$ cat src/rtl/lpc_pkg.sv
// Shared types and constants of the local peak clip filter.
// No dependencies; every rtl file but lpc_queue imports it.
package lpc_pkg;

   localparam int PIX_PORT_BITS  = 32;
   localparam int FW_BITS        = 11;
   localparam int FH_BITS        = 16;
   localparam int CSR_DATA_BITS  = 16;
   localparam int CSR_INDEX_BITS = 2;
   localparam int CMD_Q_DEPTH    = 4;
   localparam int RSP_Q_DEPTH    = 2;

   localparam logic [FW_BITS-1:0] FW_RESET = 11'd1024;
   localparam logic [FH_BITS-1:0] FH_RESET = 16'd1;

   localparam logic [CSR_INDEX_BITS-1:0] CSR_FRAME_WIDTH  = 2'd0;
   localparam logic [CSR_INDEX_BITS-1:0] CSR_FRAME_HEIGHT = 2'd1;

   localparam logic OP_PIXEL = 1'b0;
   localparam logic OP_DRAIN = 1'b1;

   // store: row zero pixel, only buffered; pixel: filters the row above; drain: flushes
   typedef enum logic [1:0] {
      KIND_STORE,
      KIND_PIXEL,
      KIND_DRAIN
   } lpc_kind_type;

   typedef struct packed {
      lpc_kind_type kind;
      logic         has_up;
      logic         has_left;
      logic         has_right;
      logic         last;
   } lpc_ctl_type;

endpackage

$ cat src/rtl/lpc_front.sv
// Front end: configuration registers, raster position and item classification.
// Depends on lpc_pkg; feeds the command queue toward lpc_back.
module lpc_front #(
   parameter int MAX_WIDTH  = 1024,
   parameter int PIXEL_BITS = 32
) (
   input  logic                                clock,
   input  logic                                reset,
   input  logic                                req_push,
   input  logic                                req_operation,
   input  logic [lpc_pkg::PIX_PORT_BITS-1:0]   req_pixel_in,
   input  logic                                csr_valid,
   output logic                                csr_ready,
   input  logic [lpc_pkg::CSR_INDEX_BITS-1:0]  csr_index,
   input  logic [lpc_pkg::CSR_DATA_BITS-1:0]   csr_data,
   input  logic                                cmd_full,
   output logic                                cmd_push,
   output lpc_pkg::lpc_ctl_type                cmd_ctl,
   output logic [$clog2(MAX_WIDTH)-1:0]        cmd_col,
   output logic [((PIXEL_BITS < lpc_pkg::PIX_PORT_BITS) ? PIXEL_BITS :
                  lpc_pkg::PIX_PORT_BITS)-1:0] cmd_pix
);

   import lpc_pkg::*;

   localparam int COL_BITS  = $clog2(MAX_WIDTH);
   localparam int DATA_BITS = (PIXEL_BITS < PIX_PORT_BITS) ? PIXEL_BITS : PIX_PORT_BITS;

   logic [FW_BITS-1:0]  frame_width_ff, frame_width_in;
   logic [FH_BITS-1:0]  frame_height_ff, frame_height_in;
   logic [COL_BITS-1:0] col_ff, col_in;
   logic [FH_BITS-1:0]  row_ff, row_in;
   logic [COL_BITS:0]   eff_width;
   logic [FH_BITS-1:0]  eff_height;
   logic [COL_BITS:0]   col_next;
   logic                at_row_end;
   logic                accept;

   assign csr_ready = 1'b1;
   assign accept    = req_push & ~cmd_full;
   assign cmd_col   = col_ff;
   assign cmd_pix   = req_pixel_in[DATA_BITS-1:0];

   // zero width acts as one, oversize width clamps to the buffer depth
   always_comb begin
      if (frame_width_ff == '0) begin
         eff_width = (COL_BITS+1)'(1);
      end else if (32'(frame_width_ff) > 32'(MAX_WIDTH)) begin
         eff_width = (COL_BITS+1)'(MAX_WIDTH);
      end else begin
         eff_width = (COL_BITS+1)'(frame_width_ff);
      end
   end

   assign eff_height = (frame_height_ff == '0) ? FH_BITS'(1) : frame_height_ff;
   assign col_next   = {1'b0, col_ff} + 1'b1;
   assign at_row_end = (col_next >= eff_width);

   always_comb begin
      frame_width_in     = frame_width_ff;
      frame_height_in    = frame_height_ff;
      col_in             = col_ff;
      row_in             = row_ff;
      cmd_push           = 1'b0;
      cmd_ctl.kind       = KIND_PIXEL;
      cmd_ctl.has_up     = 1'b0;
      cmd_ctl.has_left   = (col_ff != '0);
      cmd_ctl.has_right  = ~at_row_end;
      cmd_ctl.last       = 1'b0;

      if (accept) begin
         if (req_operation == OP_PIXEL) begin
            // pixels beyond the frame are dropped until it is drained
            if (row_ff < eff_height) begin
               cmd_push       = 1'b1;
               cmd_ctl.kind   = (row_ff == '0) ? KIND_STORE : KIND_PIXEL;
               cmd_ctl.has_up = (row_ff >= FH_BITS'(2));
               if (at_row_end) begin
                  col_in = '0;
                  row_in = row_ff + 1'b1;
               end else begin
                  col_in = col_next[COL_BITS-1:0];
               end
            end
         end else if (row_ff >= eff_height) begin
            cmd_push       = 1'b1;
            cmd_ctl.kind   = KIND_DRAIN;
            cmd_ctl.has_up = (eff_height >= FH_BITS'(2));
            cmd_ctl.last   = at_row_end;
            if (at_row_end) begin
               col_in = '0;
               row_in = '0;
            end else begin
               col_in = col_next[COL_BITS-1:0];
            end
         end
      end

      if (csr_valid) begin
         if (csr_index == CSR_FRAME_WIDTH) begin
            frame_width_in = csr_data[FW_BITS-1:0];
            col_in         = '0;
            row_in         = '0;
         end else if (csr_index == CSR_FRAME_HEIGHT) begin
            frame_height_in = csr_data[FH_BITS-1:0];
            col_in          = '0;
            row_in          = '0;
         end
      end
   end

   always_ff @(posedge clock) begin
      if (reset) begin
         frame_width_ff  <= FW_RESET;
         frame_height_ff <= FH_RESET;
         col_ff          <= '0;
         row_ff          <= '0;
      end else begin
         frame_width_ff  <= frame_width_in;
         frame_height_ff <= frame_height_in;
         col_ff          <= col_in;
         row_ff          <= row_in;
      end
   end

endmodule

$ cat config.mk
export PLATFORM = sky130hd
export DESIGN_NAME = lpc_front
export DESIGN_NICKNAME = d
export VERILOG_FILES = /design/src/rtl/lpc_pkg.sv /design/src/rtl/lpc_front.sv
export SDC_FILE = /design/constraint.sdc
export NUM_CORES = 1
export LEC_CHECK = 0
export BUFFER_PORTS_ARGS = -buffer_cell sky130_fd_sc_hd__buf_2
export CAP_MARGIN = 20
export CORE_AREA = 2 2 92 94
export CTS_BUF_LIST = sky130_fd_sc_hd__clkbuf_4 sky130_fd_sc_hd__clkbuf_8
export CTS_CLUSTER_DIAMETER = 80
export CTS_CLUSTER_SIZE = 16
export DETAILED_ROUTE_END_ITERATION = 6
export DIE_AREA = 0 0 94 96
export PLACE_DENSITY = 0.74
export SYNTH_ARGS = -nofsm -noshare
export SYNTH_HDL_FRONTEND = slang
export SYNTH_SLANG_ARGS = --single-unit
$ cat constraint.sdc
create_clock -name clock -period 3 [get_ports clock]
set_input_delay 0.45 -clock clock [delete_from_list [all_inputs] [get_ports clock]]
set_output_delay 0.45 -clock clock [all_outputs]
set_load 0.03 [all_outputs]
* Word level (Yosys, flattened, before mapping)
Cells that the tools add are included.
** Operators by class
- Add/sub/neg operators :: 2
- $lt $le $gt $ge :: 6
- Reductions and logical operators :: 7
- Bitwise gates (word level) :: 4
- Mux-type cells :: 32
- Eq/ne operators :: 1
** Operator list (count)
- $mux W16 :: 10
- $mux W10 :: 8
- $ge A16 B2 Y1 const B :: 2
- $logic_not A16 Y1 :: 2
- $mux W11 :: 2
- $add A16 B1 Y16 const B :: 1
- $ge A16 B16 Y1 :: 1
- $lt A16 B16 Y1 :: 1
- $add A10 B1 Y11 const B :: 1
- $ge A11 B11 Y1 :: 1
- $gt A11 B11 Y1 const B :: 1
- $logic_not A11 Y1 :: 1
- $reduce_bool A10 Y1 :: 1
- $mux W3 :: 3
- $mux W1 :: 8
- $not A1 Y1 :: 3
- $reduce_and A3 Y1 :: 1
- $eq A2 B1 Y1 const B :: 1
- $logic_not A2 Y1 :: 1
- $mux W2 :: 1
- $reduce_and A2 Y1 :: 1
- $and A1 B1 Y1 :: 1
** Storage, ports and cells
- Output and inout bits :: 50
- Word-level logic and storage cells :: 56
- Input bits :: 56
- Bits in registers :: 53

* Depth between registers and ports, before layout
- Word-level depth :: 11
- Depth in mapped cells :: 16

* Worst setup path before layout
Ideal clock, no wire load.
- Path kind :: register -> register
- Start :: reg col_ff[0] (netlist: cmd_col[0])
- End :: reg row_ff[0]
- Arrival time :: 3351 ps
- Required time :: 2905 ps
- Stages on the path, launching flop included :: 16
- Path buffers :: 0
- Period minus slack after synthesis :: 3447 ps
- Slack :: -447 ps
- Cell sequence :: dfxtp_1 > ha_1 > and3_1 > and3_1 > nand3_1 > xnor2_1 > ha_1 > a21o_1 > a211oi_1 > o21a_1 > nor2_1 > inv_1 > ha_1 > nand2_1 > o21ai_0 > a221oi_1
** Between the ends
- Cells in the longest elaborated chain, start to end :: 9
- Elaborated cells between the ends (all ways) :: 11
- Classes of those cells :: add/sub (1); order compare (1); mux (9)
** Ends and longest elaborated chain
- start, declared :: RTL line lpc_front.sv:31 : logic [COL_BITS-1:0] col_ff, col_in;
- start signal, assigned :: RTL line lpc_front.sv:121 : col_ff <= col_in;
- $add A10 B1 Y11 (*) :: RTL line lpc_front.sv:56 : assign col_next = {1'b0, col_ff} + 1'b1;
- $ge A11 B11 Y1 (*) :: RTL line lpc_front.sv:57 : assign at_row_end = (col_next >= eff_width);
- $mux W16 (on tied branches) :: RTL line lpc_front.sv:78, lpc_front.sv:90
- $mux W16 (on tied branches) :: RTL line lpc_front.sv:74, lpc_front.sv:85
- $mux W16 (*) :: RTL line lpc_front.sv:72 : if (req_operation == OP_PIXEL) begin
- $mux W16 (*) :: RTL line lpc_front.sv:71 : if (accept) begin
- $mux W16 :: RTL line lpc_front.sv:104 : end else if (csr_index == CSR_FRAME_HEIGHT) begin
- $mux W16 :: RTL line lpc_front.sv:100 : if (csr_index == CSR_FRAME_WIDTH) begin
- $mux W16 (*) :: RTL line lpc_front.sv:99 : if (csr_valid) begin
- end signal, assigned :: RTL line lpc_front.sv:122 : row_ff <= row_in;
- end, declared :: RTL line lpc_front.sv:32 : logic [FH_BITS-1:0] row_ff, row_in;
Mark *: on every way between the ends. The rest lies on a longest branch, timed or not.
A chain may end at the register's enable or synchronous reset.

==> results.ini <==
[power_and_ir_drop]
comb_power_share_pct=18.8
switching_share_pct=27.8
power_leakage_nw=1.86
powerDensity_nw_per_um2=322
finalPower_w=0.00145
pwr-share-clk_pct=30.8
p_int_w=0.00104
power_switching_w=0.000403
peakVddDrop_mv=0.170
seq_power_share_pct=50.4

[grt]
antenna_found_initial=0
grt_pass1_wl_microns=16100
grt.total_usage_pct=22.5
grt_max_degree=29
grt_pass1_vias=3351
grt.overflow.total=0

[placement]
place_hpwl_microns=6950
gp_congestion=0.920
post-place-cells=569
pre_cts_slack_ps=22.7
numPortBuffers=40

[detailed_routing]
via_per_inst=5.85
drt_iter0_drc=235
route.final.wire_length_microns=10600
vias=3555
drc=0
wire_per_inst_microns=17.5
firstDrtPassIters=6
ant_nets=0

[timing]
fmax_mhz=301
grt_setup_unrepaired=true
hold_violations=0
fin_skew_ps=14.9
finalCriticalPeriod_ps=3320
period_share_pct=111
timing.final.ws_setup_ps=-324
setup_tns_ps=-1660
slew_violations=0
max-slew-margin-rel_pct=54.4
worst_slew_pin_slew_ps=684
finalSetupViolations=11

[yosys]
synthFlopType=dfxtp_1
syn-cell-area_sq_um=3570
synthCells=451
ys_types=53
yosysWarnings=0
synth-seq-cells=53
ys_seq_area_share_pct=29.7
syn_avg_cell_area_sq_um=7.92
postSynthNetCount=540
synth_edf_count=0
synth-async-reset-ratio_pct=0

[setup_path]
critPathKind=reg -> out
start_kind=flop
critical_path_required_ps=2550
critical_path_arrival_ps=2870
cp_max_fo=3
worstSetupEndpointType=primary output

[status]
status=finished with violations
violations=setup timing

[floorplan]
chipHeight_microns=96
dieArea_sq_um=9020
boundaryPins=106
die_x_microns=94
rows=33
initial_core_util_pct=44.4
core_sq_um=8050

[cts]
cts_max_level=2
cts_tree=done
hold_buffers=0
path_clk_slew_ps=90
clock_sinks=53
cts-buffers-inserted=5
root_buffer=clkbuf_8
clk_latency_ps=330
cts_buffer_depth=2

[run]
maxCapViolations=0

[final_layout]
layout.cells.non_filler=608
drive_gt1_share_pct=34.2
fill_cells=709
multi_input_area_sq_um=2380
area_delta_synth_final_pct=25.9
diodes=0
finalNetCount=591
ff_latch_area_sq_um=1080

[hold_path]
hold_path_class=in -> reg

[critical path, stage by stage (launching register included)]
cell	delay, ps
dfxtp_2	340
nor4_2	280
nand4_1	150
nand2b_1	100
ha_2	160
nor2b_1	40
o211ai_1	200
a2111oi_2	110
or2_4	260
o41a_1	370
o21ai_2	230
inv_2	90
o21ai_2	70
buf_6	140
[cell usage in the layout, fill, tap and decap left out, types with 10 or more instances in the layout]
cell and n:
nand2_1 58, buf_4 44, dfxtp_1 43, a21oi_1 38, buf_2 34, ha_1 31
nor2_1 23, inv_1 22, buf_6 19, nand3_1 11, nand4_1 11, mux2i_1 10
[power groups by stage]
stage          sequential, W  clock (W)  combinational, W
6_report            0.000728   0.000445          0.000272
5_1_grt             0.000731   0.000473          0.000293
4_1_cts             0.000728   0.000439          0.000240
3_5_place_dp        0.000745          0          0.000202
3_3_place_gp        0.000744          0          0.000199
2_1_floorplan       0.000742          0          0.000210
[kinds of logic after synthesis]
family | share of synthesized area, %
AO/OA/AOI/OAI | 18.7
XOR/XNOR | 1.96
adder cells (fa/ha/maj) | 11.6
buffers and inverters | 11.6
flip-flops | 29.7
multiplexers | 3.40
other | 0.105
AND/OR/NAND/NOR | 22.9
[stage by stage]
step / cell area [sq um] / util [%] / hold slack, ps
after global routing: 4490 / 55.8 / 371
after detailed placement: 3820 / 47.4 / 464
final: 4490 / 55.8 / 367
after floorplan: 3620 / - / 429
after global placement: 3820 / 47.4 / 461
after CTS: 4240 / 52.7 / 373
[Yosys cell counts, types with 2 or more instances]
cell,count,area [sq um]
a311oi_1,7,61.3
dfxtp_1,53,1060
nand2b_1,6,37.5
a41oi_1,3,26.3
ha_1,33,413
o41ai_1,2,17.5
nor2b_1,4,25.0
a21o_1,3,22.5
xor2_1,2,17.5
nor3_1,4,20.0
nor2_1,27,101
nor4_1,10,62.6
nand2_1,61,229
nand3_1,14,70.1
and4_1,3,26.3
buf_4,33,248
a2bb2oi_1,4,35.0
a21oi_1,46,230
inv_1,23,86.3
xnor2_1,6,52.6
o21ai_0,15,75.1
clkbuf_1,18,67.6
and3_1,10,62.6
a2111oi_2,2,30.0
a31oi_1,9,56.3
nand4b_1,2,17.5
nand4_1,11,68.8
or3_1,2,12.5
mux2i_1,11,110
a211oi_1,4,30.0
[layer usage]
| metal | vias to the layer above | GRT usage, % | part of all wire [%] |
|---|---|---|---|
| met3 | 34 | 3.13 | 9.1 |
| met2 | 204 | 37.3 | 47 |
| met4 | 0 | 7.00 | 3.2 |
| met5 | - | 0 | 0 |
| met1 | 1636 | 30.4 | 40 |
| li1 | 1681 | - | - |
[cell type report]
class                      count  area share [%]
inverter                      24            2.06
clock buffer                   8            2.17
tap                          105            2.92
sequential                    53            24.1
timing repair buffer          97            15.9
multi-input combinational    321            52.9
[state kept, by name, summed over array words and instances (netlist names)]
signal           count
frame_width_ff      11
cmd_col             10
frame_height_ff     16
row_ff              16
[timing repair]
item | CTS | global route
cloned | 0 | 1
endpoints found under the setup margin | 12 | 30
resized for setup | 44 | 49
pin swaps | 14 | 29
setup buffers | 24 | 7
[final timing paths]
check / startpoint / end / slack [ps] / depth (start not counted)
worst min-delay path: csr_data[11] / frame_height_ff[11]$_SDFFE_PP0P_ / 370 / 3
worst max-delay path: frame_height_ff[15]$_SDFFE_PP0P_ / cmd_ctl[4] / -320 / 13
worst min register to register: frame_height_ff[13]$_SDFFE_PP0P_ / frame_height_ff[13]$_SDFFE_PP0P_ / 470 / 2
worst max register to register: cmd_col[0]$_SDFF_PP0_ / row_ff[0]$_SDFF_PP0_ / -100 / 16
Power figures use the tool's default switching activity.
