==> src/rtl/lpc_queue.sv <==
// Small first-in first-out queue of flat words.
// Used between front and back and as the result skid buffer; uses no package.
module lpc_queue #(
   parameter int DEPTH = 4,
   parameter int WIDTH = 8
) (
   input  logic             clock,
   input  logic             reset,
   input  logic             push,
   input  logic [WIDTH-1:0] push_data,
   output logic             full,
   input  logic             pop,
   output logic [WIDTH-1:0] pop_data,
   output logic             empty
);

   localparam int PTR_BITS = (DEPTH > 1) ? $clog2(DEPTH) : 1;
   localparam int CNT_BITS = $clog2(DEPTH + 1);

   logic [WIDTH-1:0]    slot_ff [DEPTH];
   logic [PTR_BITS-1:0] wr_ptr_ff, wr_ptr_in;
   logic [PTR_BITS-1:0] rd_ptr_ff, rd_ptr_in;
   logic [CNT_BITS-1:0] count_ff, count_in;
   logic                do_push, do_pop;

   assign full     = (count_ff == CNT_BITS'(DEPTH));
   assign empty    = (count_ff == '0);
   assign do_push  = push & ~full;
   assign do_pop   = pop & ~empty;
   assign pop_data = slot_ff[rd_ptr_ff];

   always_comb begin
      wr_ptr_in = wr_ptr_ff;
      rd_ptr_in = rd_ptr_ff;
      count_in  = count_ff;
      if (do_push) begin
         wr_ptr_in = (wr_ptr_ff == PTR_BITS'(DEPTH - 1)) ? '0 : wr_ptr_ff + 1'b1;
      end
      if (do_pop) begin
         rd_ptr_in = (rd_ptr_ff == PTR_BITS'(DEPTH - 1)) ? '0 : rd_ptr_ff + 1'b1;
      end
      if (do_push && !do_pop) begin
         count_in = count_ff + 1'b1;
      end else if (do_pop && !do_push) begin
         count_in = count_ff - 1'b1;
      end
   end

   always_ff @(posedge clock) begin
      if (reset) begin
         wr_ptr_ff <= '0;
         rd_ptr_ff <= '0;
         count_ff  <= '0;
      end else begin
         wr_ptr_ff <= wr_ptr_in;
         rd_ptr_ff <= rd_ptr_in;
         count_ff  <= count_in;
      end
   end

   always_ff @(posedge clock) begin
      if (do_push) begin
         slot_ff[wr_ptr_ff] <= push_data;
      end
   end

   a_count_bound: assert property (@(posedge clock) disable iff (reset)
      count_ff <= CNT_BITS'(DEPTH))
      else $error("queue count above depth");

   a_push_grows: assert property (@(posedge clock) disable iff (reset)
      (do_push && !do_pop) |=> (count_ff == $past(count_ff) + 1'b1))
      else $error("queue count did not grow on a lone push");

endmodule

==> config.mk <==
export PLATFORM = sky130hd
export DESIGN_NAME = lpc_queue
export DESIGN_NICKNAME = d
export VERILOG_FILES = /design/src/rtl/lpc_queue.sv
export SDC_FILE = /design/constraint.sdc
export NUM_CORES = 1
export LEC_CHECK = 0
export BUFFER_PORTS_ARGS = -buffer_cell sky130_fd_sc_hd__buf_2
export CAP_MARGIN = 20
export CORE_MARGIN = 2
export CORE_UTILIZATION = 35
export CTS_CLUSTER_DIAMETER = 100
export DETAILED_ROUTE_END_ITERATION = 10
export RECOVER_POWER = 25
export SETUP_SLACK_MARGIN = 0.05
export SYNTH_ARGS = -nofsm -noshare
export SYNTH_HDL_FRONTEND = slang
export SYNTH_SLANG_ARGS = --single-unit
==> constraint.sdc <==
create_clock -name clock -period 2.11 [get_ports clock]
set_clock_uncertainty 0.15 [all_clocks]
set_input_delay 0.422 -clock clock [delete_from_list [all_inputs] [get_ports clock]]
set_output_delay 0.422 -clock clock [all_outputs]
set_load 0.01 [all_outputs]
== Yosys cells after proc, flatten, opt, wreduce, memory -nomap -nowiden ==
Memories as Yosys holds them, arrays and structs flattened. A register that Yosys moved wholly into a read port is not among the register bits.
Index checks and enable logic that the tools add are counted.

* Add/subtract/negate cells: 4
* Eq/ne operators: 3
* Multiplexer cells: 8
* Bitwise operators: 4
* Reductions and logical operators: 6

{| class="wikitable"
|+ Operator list
! kind !! count
|-
| two-way mux 2 bit || 4
|-
| two-way mux 3 bit || 2
|-
| adder 2 x 1 -> 2 bit, second input constant || 2
|-
| == test 2 bit, second input constant || 2
|-
| adder 3 x 1 -> 3 bit, second input constant || 1
|-
| == test 3 bit, second input constant || 1
|-
| logical NOT 3 bit || 1
|-
| subtractor 3 x 1 -> 3 bit, second input constant || 1
|-
| AND 1 bit || 2
|-
| logical AND 1 bit || 2
|-
| logical NOT 1 bit || 2
|-
| two-way mux 1 bit || 2
|-
| inverter 1 bit || 2
|-
| nonzero test 2 bit || 1
|}

* Register bits after elaboration: 7
* Bits in writable memories: 32
* Bits of input ports: 12
* Memories: 1

{| class="wikitable"
|+ Memory list
! name !! depth !! width !! rd ports !! clocked after memory_dff !! wr ports !! line !! RTL
|-
| slot_ff || 4 || 8 || 1 || 1 || 1 || 20 || <nowiki>logic [WIDTH-1:0] slot_ff [DEPTH];</nowiki>
|}

== Logic depth before layout (Yosys ltp) ==
Gate-level depths: netlist (run 1).

* Depth after elaboration: 7
* Gate-level depth with buffers: 10
* Depth with buffers taken out: 9

== Least setup slack after synthesis (run 1) ==
No wires, ideal clock.

* Kind: register -> register
* Start: reg count_ff[0]
* End: reg count_ff[2]
* Arrival time: 2103 ps
* Data required time: 1890 ps
* Slack: -214 ps
* Stages on the path, launching flop included: 11
* Path buffers: 1
* Clock period less this slack: 2324 ps
* Cells stage by stage: dfxtp_1 or3b_1 buf_6 clkinv_4 nor2_2 ha_1 inv_1 fa_1 xor2_1 or3_2 a21oi_1

* Longest elaborated chain between the ends: 6

{| class="wikitable"
|+ RTL lines
! item !! line !! RTL
|-
| from (decl) || 23 || <nowiki>logic [CNT_BITS-1:0] count_ff, count_in;</nowiki>
|-
| from (signal assigned) || 57 || <nowiki>count_ff <= count_in;</nowiki>
|-
| == test 3 bit * || 26 || <nowiki>assign full = (count_ff == CNT_BITS'(DEPTH));</nowiki>
|-
| via full || 11 || <nowiki>output logic full,</nowiki>
|-
| inverter 1 bit * || 28 || <nowiki>assign do_push = push & ~full;</nowiki>
|-
| AND 1 bit * || 28 ||
|-
| via do_push || 24 || <nowiki>logic do_push, do_pop;</nowiki>
|-
| logical NOT 1 bit || 44 || <nowiki>end else if (do_pop && !do_push) begin</nowiki>
|-
| logical AND 1 bit || 44 ||
|-
| nonzero test 2 bit (no line) || -- ||
|}

Mark *: on every way through the listed nets, which the timed path passes. The rest lies on a longest branch. The select of a mux whose other input is x is not followed.
A chain may end at the register's enable or synchronous reset.

== Worst setup path after layout (run 1) ==
* Start: reg count_ff[2]
* End: reg count_ff[2]

* Longest elaborated chain between the ends: 6

{| class="wikitable"
|+ RTL lines
! item !! line
|-
| == test 3 bit * || 26
|-
| inverter 1 bit * || 28
|-
| AND 1 bit * || 28
|-
| via do_push || 24
|-
| logical NOT 1 bit || 44
|-
| logical AND 1 bit || 44
|-
| nonzero test 2 bit (no line) || --
|}

Marks and branches as above.

==> metrics.cfg, run 1 <==
[run_status]
outcome=complete, but fails checks
violations=negative setup slack

[sta]
worst_slew_pin_slew_ns=0.419
period_share=1.01
maxSlewViolCount=0
setup_ws_ns=-0.0289
finalHoldViolCount=0
max_freq_ghz=0.468
period_minus_slack_ns=2.14
rsz0062_at_grt=true
setup-violations-final=1
timing.slew.headroom=0.720

[power]
cellLeakagePower_nw=0.732
p_sw_mw=0.648
seqPwrFrac=0.476
power_density_mw_per_mm2=1120
clockPowerShare=0.216
switching_share=0.287
combPwrFrac=0.308
irDropWorstVdd_uv=532
total_power_mw=2.26
intPower_mw=1.61

[clocking]
insertion_delay_ns=0.28
h-tree-depth=2
clockBufferDepth=2
clk_pin_slew_ns=0.08
root_buffer=clkbuf_8
cts_tree=yes
clock_sinks=41
numCtsBuffers=5

[grt]
grt_busiest_layer=met2
antenna_found_initial=0
grt.met2_usage=0.217
grt.met3_usage=0.0347
use_met1=0.129
track_usage=0.121
grt_pass1_wl_mm=4.57
grt_pass1_vias=983
grt_overflow=0
grt_max_degree=14

[die]
die_w_um=72.6
die_area_mm2=0.00527
initial_core_util=0.370
die_y_um=72.6
coreArea_mm2=0.00444
num_rows=24
ioPinCount=22

[job]
drv_cap=0

[routing]
viasPerCell=4.85
wl_mm=2.77
first_pass_iters=4
antenna_left=0
drtIter0Drc=52
vias=869
drc=0
wl_per_cell_um=15.5

[placement]
hpwl_mm=1.99
gp_congestion=0.641
dp_worst_setup_slack_ns=-0.0981
io_buffers=21
dp_cells=169

[synthesis]
postSynthCellCount=92
yosys.area.top_type_share=0.584
netlist_top_cells_area=edfxtp_1 58%, dfxtp_1 11%, mux4_2 11%
ys_ff_latch=41
synth_area_mm2=0.00165
ys_warn_count=0
synth_seq_area_share=0.694
syn_avg_cell_area_um2=17.9
synth.distinct_cells=26
syn-num-nets=111
yosysTopAreaCell=edfxtp_1

[layout]
diodes=0
nets=145
post-route-util=0.454
area_delta_synth_final_pct=22.7
fill_cells=418
final_cells=179
final_layout_size_suffix_gt1_frac=0.449

[min_path]
min_path_type=input pin to register

[setup_path]
path_class=register to register
cp-end-kind=register
cp.required_ns=2.18
cp.arrival_ns=2.21
cp_max_fo=3
startpoint_type=register

==> layout make-up <==
cell class,instances,area [um2],share of cell area
tap,52,65.1,0.0322
timing repair buffer,31,191,0.0948
inverter,5,23.8,0.0118
clock inverter,3,16.3,0.00805
sequential,41,1150,0.570
clock buffer,5,68.8,0.0341
multi-input combinational,42,503,0.249
==> synthesized netlist by cell type <==
library cell	n
ha_1	6
o31ai_2	2
buf_2	1
nand3_1	2
o21ai_0	1
inv_1	4
clkinv_4	1
xor2_1	2
nor2_1	3
mux2i_1	2
and3_2	4
nand2_1	1
nor3_1	2
o21ai_1	1
or3_1	1
clkbuf_1	1
buf_1	1
nor2_2	1
a21oi_1	3
or3b_1	1
buf_6	1
dfxtp_1	9
mux4_2	8
edfxtp_1	32
or3_2	1
fa_1	1
==> worst paths after layout <==
| path | from | slack [ns] | end | cells after the start |
|---|---|---|---|---|
| max | count_ff[2] | -0.03 | count_ff[2] | 9 |
| min | push_data[6] | 0.21 | slot_ff[1][6] | 1 |
| max reg2reg | count_ff[2] | -0.03 | count_ff[2] | 9 |
| min reg2reg | rd_ptr_ff[0] | 0.36 | register | 2 |
==> through the flow <==
stage	hold slack, ns	setup TNS, ns	cell area, um2
floorplan	0.313	-0.0410	1670
global placement	0.321	0	1870
detailed placement	0.348	-0.0981	1870
CTS	0.186	-0.0515	1990
global route	0.206	-0.104	2020
finish	0.208	-0.0289	2020
==> layer usage <==
metal	vias up	routed length, um
li1	418	-
met1	424	1100
met2	20	1480
met3	7	136
met4	0	54
met5	-	0
==> power by group through the flow <==
stage	registers, mW	clock network, mW	logic (mW)
final	1.07	0.488	0.696
after global routing	1.09	0.534	0.773
after CTS	1.07	0.505	0.669
after detailed placement	1.08	0	0.628
after global placement	1.07	0	0.605
after floorplan	1.06	0	0.431
==> cell families (layout without fill, tap and decap cells) <==
group	count (synthesis)	count (layout)	share of synthesized area
DFF	41	41	0.694
xor gates and xnor gates	2	2	0.0106
adders and majority gates	7	7	0.0578
buffers and inverters	9	44	0.0289
AOI/OAI and AO/OA	7	7	0.0304
muxes	10	10	0.122
and+or+nand+nor	16	16	0.0570
==> critical path: stages, from the launching register on <==
cell and delay, ns:
dfxtp_2 0.35, or3b_4 0.26, clkinv_4 0.06, nor2_4 0.11, ha_4 0.15, inv_2 0.04
fa_2 0.35, xor2_2 0.16, or3_4 0.33, a21oi_2 0.13
==> registers in the layout, indices dropped and copies added, names as in the netlist, named ones only <==
name / cells
count_ff: 3
rd_ptr_ff: 2
slot_ff: 32
wr_ptr_ff: 2
==> placed cells by master, fill, tap and decap left out, drive strengths merged <==
cell type,synthesis,routed
clkbuf,1,12
nor2,4,4
fa,1,1
a21oi,3,3
ha,6,6
o31ai,2,2
nand3,2,2
or3b,1,1
o21ai,2,2
inv,4,5
dfxtp,9,9
nor3,2,2
or3,2,2
clkinv,1,3
buf,3,24
xor2,2,2
and3,4,4
edfxtp,32,32
mux2i,2,2
mux4,8,8
nand2,1,1
==> timing repair <==
action,in CTS,in global routing
pin swaps,4,0
resized for setup,4,6
setup buffers,2,0
endpoints found under the setup margin,3,9
hold buffers,0,0
Power figures use the tool's default switching activity.
==> run 2, diff against run 1 <==
--- a/config.mk
+++ b/config.mk
@@ -12,7 +12,7 @@
 export CTS_CLUSTER_DIAMETER = 100
 export DETAILED_ROUTE_END_ITERATION = 10
 export RECOVER_POWER = 25
-export SETUP_SLACK_MARGIN = 0.05
+export SETUP_SLACK_MARGIN = 0.5
 export SYNTH_ARGS = -nofsm -noshare
 export SYNTH_HDL_FRONTEND = slang
 export SYNTH_SLANG_ARGS = --single-unit
==> run 2 against run 1 <==
The run still ends with negative setup slack left. Non-clock buffer count increased by 4. Largest cell class unchanged. Power increased by 6.8%. Setup slack improved by 0.017 ns. Cell area increased by 5.3%. Combinational power increased by 23%. Clock power about the same. Cell count increased by 2.2%. Fmax increased by 0.82%. Highest routed layer unchanged. Routed wire length increased by 2.8%. First-iteration DRC count decreased by 7.7%.
==> metrics.cfg, run 2 (synthesized netlist as in run 1, its figures left out) <==
[sta]
worst_slew_pin_slew_ns=0.250  ; -0.170 ns
maxSlewViolCount=0  ; unchanged
setup_ws_ns=-0.0116  ; +0.0173 ns
setup-violations-final=1  ; unchanged
period_share=1.01  ; -0.00820
rsz0062_at_grt=true
max_freq_ghz=0.471  ; +0.82%
timing.slew.headroom=0.832  ; +0.112
period_minus_slack_ns=2.12  ; -0.0173 ns
finalHoldViolCount=0  ; unchanged

[grt]
grt_pass1_vias=934  ; -5.0%
grt_max_degree=14  ; unchanged
grt_pass1_wl_mm=4.53  ; -0.74%
grt_overflow=0  ; unchanged
track_usage=0.117  ; -0.00314
antenna_found_initial=0  ; unchanged

[setup_path]
cp_slowest_cell=dfxtp_2
startpoint_type=register
cp.arrival_ns=2.20  ; about the same
worstReg2RegEnd=count_ff[2]
path_cells=or3b_4 -> clkinv_4 -> nor2_4 -> ha_4 -> inv_2 -> fa_2 -> xor2_1 -> or3_4 -> a21oi_2
path_buf_inv=2  ; unchanged
cp_max_fo=3  ; unchanged
r2r_cells=9  ; unchanged
cp-end-kind=register
crit_family=simple AND/OR/NAND/NOR gates
rrSetupSlack_ns=-0.01  ; +0.02 ns
path_class=register to register
max_stage_delay_ns=0.35  ; about the same
cp.required_ns=2.18  ; about the same
worstReg2RegStart=count_ff[2]

[run_status]
outcome=complete, but fails checks
violations=negative setup slack

[power]
intPower_mw=1.73  ; +7.4%
irDropWorstVdd_uv=549  ; +3.2%
total_power_mw=2.41  ; +6.8%
clockPowerShare=0.202  ; -0.014
cellLeakagePower_nw=0.772  ; +5.5%
power_density_mw_per_mm2=1130  ; +1.4%
p_sw_mw=0.683  ; +5.3%
combPwrFrac=0.354  ; +0.046
seqPwrFrac=0.445  ; -0.031
switching_share=0.283  ; -0.00391

[routing]
antenna_left=0  ; unchanged
vias=907  ; +4.4%
viasPerCell=4.96  ; +2.1%
drc=0  ; unchanged
dr_wl_met2_mm=1.41  ; -4.6%
route.met3.wl_um=198  ; +46%
top_layer_used=met4
first_pass_iters=4  ; unchanged
drtIter0Drc=48  ; -7.7%
wl_met1_mm=1.19  ; +8.3%
wl_per_cell_um=15.6  ; +0.53%
wl_mm=2.85  ; +2.8%

[layout]
layout_commonest_cell=edfxtp_1
multi_input_area_um2=515  ; +2.5%
final_cell_mix=32 x edfxtp_1, 12 x buf_6, 10 x buf_4
nets=149  ; +2.8%
layout.area.seq_mm2=0.00115  ; +0.11%
fill_cells=398  ; -4.8%
reg.largest.list=slot_ff x32, count_ff x3
diodes=0  ; unchanged
largest_register_ffs=32  ; unchanged
largest-register=slot_ff
area_delta_synth_final_pct=29.2
final_layout_size_suffix_gt1_frac=0.496  ; +0.0474
final_cells=183  ; +2.2%

[die]
num_rows=24  ; unchanged
coreArea_mm2=0.00444  ; unchanged
ioPinCount=22  ; unchanged
die_w_um=72.6  ; unchanged
die_y_um=72.6  ; unchanged
die_area_mm2=0.00527  ; unchanged
initial_core_util=0.370  ; unchanged

[placement]
dp_cells=167  ; -1.2%
gp_congestion=0.681  ; +6.3%
hpwl_mm=1.92  ; -3.6%
io_buffers=21  ; unchanged

[clocking]
h-tree-depth=2  ; unchanged
clockBufferDepth=2  ; unchanged
root_buffer=clkbuf_8
insertion_delay_ns=0.29  ; about the same
clk_pin_slew_ns=0.07  ; about the same
clock_sinks=41  ; unchanged
cts_tree=yes
numCtsBuffers=5  ; unchanged

[min_path]
min_path_type=input pin to register
whs_path_depth=1  ; unchanged
hold_end=slot_ff[2][5]
hold_start=push_data[5]

[job]
drv_cap=0  ; unchanged

[run 2: changes by cell type in the layout (fill, tap and decap cells not counted), moves of 2 or more]
cell / previous run / this run
and3_2: 4 / 0
and3_4: 0 / 4
buf_2: 12 / 6
buf_6: 2 / 12
clkinv_1: 2 / 0
clkinv_2: 0 / 2
[run 2: how the worst max path moves through the flow]
stage           startpoint          end  slack, ns  cells past startpoint
3_3_place_gp   count_ff[2]  count_ff[2]       0.01                      9
3_5_place_dp   count_ff[2]  count_ff[2]       -0.1                      9
6_report       count_ff[2]  count_ff[2]      -0.01                      9
4_1_cts        count_ff[2]  count_ff[2]      0.007                      9
5_1_grt        count_ff[2]  count_ff[2]      -0.05                      9
2_1_floorplan  count_ff[2]  count_ff[2]      -0.02                     10
[run 2: cell type report]
| type | instances | area share |
|---|---|---|
| Sequential cell | 41 | 0.542 |
| Multi-Input combinational cell | 42 | 0.242 |
| Timing Repair Buffer | 35 | 0.133 |
| Clock buffer | 5 | 0.0324 |
| Tap cell | 52 | 0.0306 |
| Inverter | 5 | 0.0112 |
| Clock inverter | 3 | 0.00824 |
[run 2: power groups by stage]
stage / clock network (mW) / registers, mW / logic [mW]
detailed placement: 0 / 1.08 / 0.627
floorplan: 0 / 1.06 / 0.448
global route: 0.535 / 1.08 / 0.924
finish: 0.486 / 1.07 / 0.853
global placement: 0 / 1.08 / 0.609
CTS: 0.500 / 1.06 / 0.751
[run 2: timing repair]
action,in CTS,in global routing
gates resized for setup,15,10
endpoints found under the hold margin,0,0
setup buffers,5,3
setup endpoints to repair,44,13
pin swaps,5,4
hold buffers,0,0
[run 2: layer usage]
layer  track usage  vias to the layer above
met1         0.137                      445
met4        0.0432                        0
met5             0                        -
li1              -                      429
met2         0.191                       26
met3        0.0528                        7
[run 2: through the flow]
stage	worst slack, ns	util	setup TNS [ns]	hold WS, ns	cell area, um2
final	-0.0116	0.478	-0.0116	0.212	2130
after global routing	-0.0514	0.478	-0.0514	0.198	2130
after CTS	0.00673	0.462	0	0.189	2050
after detailed placement	-0.0992	0.421	-0.0992	0.343	1870
after global placement	0.0107	0.421	0	0.334	1870
after floorplan	-0.0183	-	-0.0183	0.313	1680
==> run 3, diff against run 2 <==
--- a/config.mk
+++ b/config.mk
@@ -13,6 +13,7 @@
 export DETAILED_ROUTE_END_ITERATION = 10
 export RECOVER_POWER = 25
 export SETUP_SLACK_MARGIN = 0.5
+export SKIP_CTS_REPAIR_TIMING = 1
 export SYNTH_ARGS = -nofsm -noshare
 export SYNTH_HDL_FRONTEND = slang
 export SYNTH_SLANG_ARGS = --single-unit
==> constraint.sdc (replaced) <==
create_clock -name clock -period 2.33 [get_ports clock]
set_clock_uncertainty 0.15 [all_clocks]
set_input_delay 0.466 -clock clock [delete_from_list [all_inputs] [get_ports clock]]
set_output_delay 0.466 -clock clock [all_outputs]
set_load 0.01 [all_outputs]
==> run 3 against run 2 <==
Count of clock-buffer cells in the layout unchanged. Critical endpoint unchanged. Power decreased by 11%. Via count decreased by 5.3%. Highest routed layer unchanged. Critical path type unchanged. Sequential power decreased by 8%. Register-to-register slack improved by 0.17 ns. Non-clock buffer count decreased by 10. Setup slack improved by 0.17 ns. The flow now finishes without violations. Global-route usage decreased by 0.14 points. Die area unchanged.
==> metrics.cfg, run 3 (synthesized netlist as in run 1, its figures left out) <==
[layout]
largest_register_ffs=32  ; unchanged
reg.largest.list=slot_ff x32, count_ff x3
largest-register=slot_ff
layout.area.seq_mm2=0.00115  ; +0.22%
layout_commonest_cell=edfxtp_1
final_area_mm2=0.00202  ; -5.1%
final_cells=172  ; -6.0%
nets=139  ; -6.7%
fill_cells=402  ; +1.0%
final_cell_mix=32 x edfxtp_1, 12 x buf_2, 8 x mux4_2
diodes=0  ; unchanged
final_layout_size_suffix_gt1_frac=0.458  ; -0.0378
multi_input_area_um2=503  ; -2.4%
area_delta_synth_final_pct=22.6

[routing]
vias=859  ; -5.3%
wl_met1_mm=1.16  ; -2.6%
top_layer_used=met4
viasPerCell=4.99  ; +0.76%
dr_wl_met2_mm=1.49  ; +5.4%
wl_mm=2.77  ; -2.8%
drtIter0Drc=26  ; -46%
wl_per_cell_um=16.1  ; +3.4%
antenna_left=0  ; unchanged
first_pass_iters=4  ; unchanged
route.met3.wl_um=100  ; -49%
drc=0  ; unchanged

[grt]
grt_overflow=0  ; unchanged
grt_pass1_wl_mm=4.37  ; -3.7%
antenna_found_initial=0  ; unchanged
grt_max_degree=13  ; -1
track_usage=0.116  ; -0.00144
grt_pass1_vias=911  ; -2.5%

[setup_path]
path_class=register to register
cp-end-kind=register
cp_max_fo=5  ; +2
r2r_cells=9  ; unchanged
startpoint_type=register
worstReg2RegEnd=count_ff[2]
cp.arrival_ns=2.24  ; +0.04 ns
worstReg2RegStart=count_ff[2]
rrSetupSlack_ns=0.15  ; +0.17 ns
cp.required_ns=2.39  ; +0.21 ns

[die]
die_area_mm2=0.00527  ; unchanged
ioPinCount=22  ; unchanged
initial_core_util=0.370  ; unchanged
coreArea_mm2=0.00444  ; unchanged
num_rows=24  ; unchanged
die_y_um=72.6  ; unchanged
die_w_um=72.6  ; unchanged

[min_path]
min_path_type=input pin to register
hold_end=slot_ff[2][2]
whs_path_depth=1  ; unchanged
hold_start=push_data[2]

[sta]
finalHoldViolCount=0  ; unchanged
max_freq_ghz=0.460  ; -2.5%
timing.slew.headroom=0.794  ; -0.0379
hold_ws_ns=0.250  ; +0.0389 ns
rsz0062_at_grt=true
fin_setup_tns_ns=0  ; +0.0116 ns
maxSlewViolCount=0  ; unchanged
worst_slew_pin_slew_ns=0.309  ; +0.0596 ns
period_share=0.934  ; -0.0716
setup-violations-final=0  ; -1
period_minus_slack_ns=2.18  ; +0.0544 ns

[placement]
gp_congestion=0.736  ; +8.1%
place_area_mm2=0.00183  ; -2.1%
io_buffers=21  ; unchanged
dp_cells=163  ; -2.4%
hpwl_mm=1.92  ; -0.17%

[power]
power_density_mw_per_mm2=1060  ; -6.5%
irDropWorstVdd_uv=593  ; +7.9%
cellLeakagePower_nw=0.724  ; -6.1%

[clocking]
clock_sinks=41  ; unchanged
root_buffer=clkbuf_8
numCtsBuffers=5  ; unchanged
clockBufferDepth=2  ; unchanged
cts_tree=yes
clk_pin_slew_ns=0.08  ; about the same
insertion_delay_ns=0.28  ; about the same
h-tree-depth=2  ; unchanged

[run_status]
outcome=finished clean

[job]
drv_cap=0  ; unchanged

[run 3: cell types whose count changed in the layout (fill, tap and decap cells not counted), moves of 4 or more]
cell	change
buf_6	-8
and3_2	+4
buf_2	+6
and3_4	-4
buf_4	-7
[run 3: power by group]
part | internal (mW) | total, mW | switching [mW] | leakage, nW
Combinational | 0.347 | 0.624 | 0.277 | 0.300
Sequential | 0.904 | 0.980 | 0.0760 | 0.370
Clock | 0.311 | 0.534 | 0.223 | 0.0540
[run 3: worst max path at each step]
stage | endpoint | cells after the start | from | slack, ns
detailed placement | count_ff[2] | 7 | count_ff[1] | 0.05
global route | count_ff[2] | 9 | count_ff[2] | 0.1
global placement | count_ff[2] | 7 | count_ff[1] | 0.12
CTS | count_ff[2] | 7 | count_ff[1] | 0.03
finish | count_ff[2] | 9 | count_ff[2] | 0.15
floorplan | count_ff[2] | 10 | count_ff[2] | 0.18
[run 3: through the flow]
stage	setup WS [ns]	power, mW	utilization
final	0.154	2.14	0.454
after global routing	0.0986	2.25	0.454
after CTS	0.0293	2.05	0.435
after detailed placement	0.0549	1.52	0.412
after global placement	0.124	1.49	0.412
after floorplan	0.179	1.35	-
[run 3: worst max-delay path: stages, from the launching register on]
cell	delay [ns]
dfxtp_4	0.36
or3b_4	0.26
clkinv_4	0.06
nor2_4	0.13
ha_4	0.16
inv_2	0.03
fa_2	0.34
xor2_2	0.15
or3_4	0.33
a21oi_2	0.14
[run 3: final cells by class]
cell class,count,area share
clock buffers,5,0.0341
well taps,52,0.0323
multi-input cells,42,0.249
repair buffers,25,0.0825
flip-flops and latches,41,0.573
inverters,5,0.0118
clock inverters,2,0.0174
[run 3: per-layer routing]
layer,GRT usage,vias up
met3,0.0444,2
li1,-,408
met4,0.0494,0
met2,0.212,17
met1,0.116,432
met5,0,-
